==> src/hw/rtl/wess_ram.sv <==
`timescale 1ns / 1ps
// ----------------------------------------------------------------------------
// wess_ram
// Generic single-port synchronous RAM, one access per cycle, registered read.
// ----------------------------------------------------------------------------
module wess_ram #(
    parameter int WIDTH = 8,
    parameter int DEPTH = 16
) (
    input  logic                     clk,
    input  logic                     we,
    input  logic [$clog2(DEPTH)-1:0] addr,
    input  logic [WIDTH-1:0]         wdata,
    output logic [WIDTH-1:0]         rdata
);

    logic [WIDTH-1:0] mem [DEPTH];
    logic [WIDTH-1:0] rdata_reg;

    // write port and registered read
    always_ff @(posedge clk)
    begin
        if (we)
        begin
            mem[addr] <= wdata;
        end
        rdata_reg <= mem[addr];
    end

    assign rdata = rdata_reg;

endmodule

==> config.mk <==
export PLATFORM = sky130hd
export DESIGN_NAME = wess_ram
export DESIGN_NICKNAME = d
export VERILOG_FILES = /design/src/hw/rtl/wess_ram.sv
export SDC_FILE = /design/constraint.sdc
export NUM_CORES = 1
export LEC_CHECK = 0
export BUFFER_PORTS_ARGS = -buffer_cell sky130_fd_sc_hd__buf_2
export CAP_MARGIN = 15
export CORE_UTILIZATION = 55
export DETAILED_ROUTE_END_ITERATION = 6
export GPL_TIMING_DRIVEN = 1
export PLACE_DENSITY = 0.83
export RECOVER_POWER = 50
export SLEW_MARGIN = 10
export SYNTH_ARGS = -nofsm -noshare
export SYNTH_HDL_FRONTEND = slang
export SYNTH_SLANG_ARGS = --single-unit
==> constraint.sdc <==
create_clock -name clk -period 2.58 [get_ports clk]
set_clock_uncertainty 0.15 [all_clocks]
set_input_delay 0.258 -clock clk [delete_from_list [all_inputs] [get_ports clk]]
set_output_delay 0.258 -clock clk [all_outputs]
set_load 0.01 [all_outputs]
== Word-level counts from Yosys, hierarchy flattened ==
Memory sizes are Yosys's and may differ from the RTL's. A register that Yosys moved wholly into a read port is not among the register bits.
Index checks and enable logic that the tools add are counted.

* Register bits after elaboration: 0
* Latch bits: 0
* RAM bits: 128
* Memory bits (read-only): 0
* Output and inout port bits: 8
* Memories: 1

* Add/subtract/negate cells: 0
* Multiply operators: 0
* Divide/modulo/power cells: 0
* $lt $le $gt $ge: 0
* Equal/unequal tests: 0
* Shifts and indexed selects: 0
* Multiplexer cells: 2
* Bitwise logic cells: 0
* Reduce and logical (&&, ||, !) cells: 0

{| class="wikitable"
|+ Memory list
! name !! words !! width !! rd ports !! clocked after memory_dff !! write ports !! RTL line !! text
|-
| mem || 16 || 8 || 1 || 1 || 1 || 17 || <nowiki>logic [WIDTH-1:0] mem [DEPTH];</nowiki>
|}

{| class="wikitable"
|+ Operators with widths
! operator !! count
|-
| $mux 1 || 2
|}

== Depth between registers and ports, before layout ==
* Word-level depth: 2
* Gate-level depth with buffers: 5

== Least setup slack after synthesis ==
Ideal clock, no wire load.

* Path kind: input to register
* From: input port addr[2]
* To: memory mem[0][0], enable pin
* Setup time: 383 ps
* Arrival time: 1368 ps
* Required time: 2047 ps
* Path slack: 679 ps
* Stages on the path: 2
* Buffers on the path: 0
* Cells stage by stage: or3b_2 -> nor3_1

{| class="wikitable"
|+ RTL lines
! what !! RTL line !! text
|-
| start, declared || 12 || <nowiki>input logic [$clog2(DEPTH)-1:0] addr,</nowiki>
|-
| end, declared || 17 ||
|}

No word-level cell before the write port.

==> impl_metrics.ini <==
[logic_synthesis]
yosysSeqAreaShare_pct = 79.01
syn_area_mm2 = 0.005067
synth_area_per_cell_um2 = 22.03
synth_nets = 244
postSynthCellCount = 230
synth_cell_types = 18
yosysWarnings = 0
synth_seq_cells = 136

[critical_path]
worst_setup_path_end_kind = register
crit_slowest_cell = mux4_2
max_stage_delay_ns = 0.48
arrival_ns = 1.76
path_class = register to register
cp.required_ns = 2.82
crit_fanout = 1
crit_family = multiplexers
start_kind = register
critPathBufInv = 0
path_cells = mux4_2 -> a22oi_1 -> nand2_1

[route]
drt_pre_antenna_iters = 7
drt-initial-drc-count = 253
ant_nets = 0
wl_per_cell_um = 23.39
num_vias = 2508
via_per_inst = 6.162
route.detailed.drc = 4
wl_um = 9521

[grt]
grt_max_degree = 40
grt-ovfl-total = 0
grt_pass1_vias = 2639
grt_antenna_before_repair = 0
grt_pass1_wl_um = 14750
grt.total_usage_pct = 21.87

[clocking]
htree_levels = 4
cts_setup_buffers = 0
cts_buffer_depth = 2
cts.sinks = 136
cts_resized = 0
clockRootBuffer = clkbuf_8
cts_hold_buf = 8
clkSlewWorstSetupHoldPaths_ns = 0.06
numCtsBuffers = 17
clk_latency_ns = 0.52
tritoncts = yes

[timing]
slew_headroom_pct = 55.15
setup_tns_ns = 0
hold_viol = 0
tightest_slew_ns = 0.6728
fin_crit_sh_pct = 58.59
final_max_slew_viol_count = 0
max_freq_mhz = 661.5
rsz0062_at_grt = false
finalCriticalPeriod_ns = 1.512
setup_violations = 0

[floorplanning]
coreArea_mm2 = 0.008806
die_y_um = 97.99
core.rowCount = 34
initial_core_util_pct = 57.54
dieArea_mm2 = 0.009601
pin_count = 22
fp.dieW_um = 97.99

[place]
dp_hpwl_um = 5525
gp_congestion = 0.7901
numPortBuffers = 21

[layout]
area_growth_pct = 20.57
largest_reg_flops = 128
layout_commonest_cell = edfxtp_1
nNetsFinal = 300
final_layout_size_suffix_gt1_share_pct = 32.11
n_antenna_cell = 0
layout_common_cells = edfxtp_1 (128), mux4_2 (32), a22oi_1 (16), clkbuf_16 (16), buf_4 (16)

[power]
vdd_ir_drop_max_v = 0.0007366
finalPower_uw = 5264
p_leak_uw = 0.002035
cellPowerDensity_mw_per_mm2 = 861.6

[worst_hold_path]
hold_class = input port to register

[outcome]
status = complete, but fails checks
violations = DRC

[run]
cap_violations = 0
area by class of cell:
class                      instances  area [µm²]
fill                             529        2696
multi-input combinational         83        1003
tap                              108       135.1
sequential                       136        4004
clock inverter                    15       214.0
clock buffer                      17       414.1
timing repair buffer              48       339.1
per-layer routing:
metal	vias to the layer above	global-route usage (%)	wire [µm]
met4	0	8.508	163
li1	1076	-	-
met3	17	5.655	631
met1	1288	28.01	3738
met5	-	0	0
met2	127	36.24	4988
synthesized netlist by cell type (all sizes together):
| master | number | area, µm² |
|---|---|---|
| nor2b | 2 | 12.51 |
| nand2b | 2 | 12.51 |
| nand3 | 1 | 5.000 |
| nand3b | 2 | 15.01 |
| nor3 | 4 | 20.02 |
| edfxtp | 128 | 3844 |
| or3b | 1 | 8.760 |
| nand2 | 9 | 33.78 |
| nor2 | 13 | 48.80 |
| a22oi | 16 | 120.1 |
| clkbuf | 3 | 12.51 |
| and2 | 1 | 6.260 |
| buf | 8 | 47.54 |
| mux4 | 32 | 720.7 |
| dfxtp | 8 | 160.2 |
stage by stage:
stage          worst slack [ns]  utilization, %  cell area, µm²  instances  hold slack, ns
6_report                  1.068           69.38            6110        407          0.1683
5_1_grt                   1.002           69.38            6110        407          0.1788
4_1_cts                   1.065           69.54            6123        407          0.1410
3_5_place_dp             0.7023           61.49            5415        367          0.5031
3_3_place_gp             0.7369           61.49            5415        367          0.4908
2_1_floorplan            0.6790               -            5067        230          0.2069
tightest hold or removal path, cell delays in order:
cell and delay [ns]:
buf_2 0.14, or3b_2 0.18, nor2_1 0.08
final timing paths:
| check | from | slack, ns | cells past startpoint | to |
|---|---|---|---|---|
| max | mem[3][0] | 1.07 | 3 | rdata[0] |
| min | addr[2] | 0.17 | 3 | mem[3][6] |
| max reg2reg | mem[3][0] | 1.07 | 3 | rdata[0] |
| min reg2reg | mem[13][1] | 0.53 | 3 | rdata[1] |
kinds of logic after synthesis:
kind of cell	count (synthesis)	share of synthesized area [%]
flops	136	79.01
mux	32	14.22
simple gates	35	3.210
buf+inv	11	1.185
compound gates	16	2.370
report_power, final:
part / switching, µW / internal [µW]
Combinational: 135 / 105
Sequential: 13.9 / 2470
Clock: 948 / 1590
Total: 1100 / 4170
Note: power is estimated with default switching activity, not from simulation.
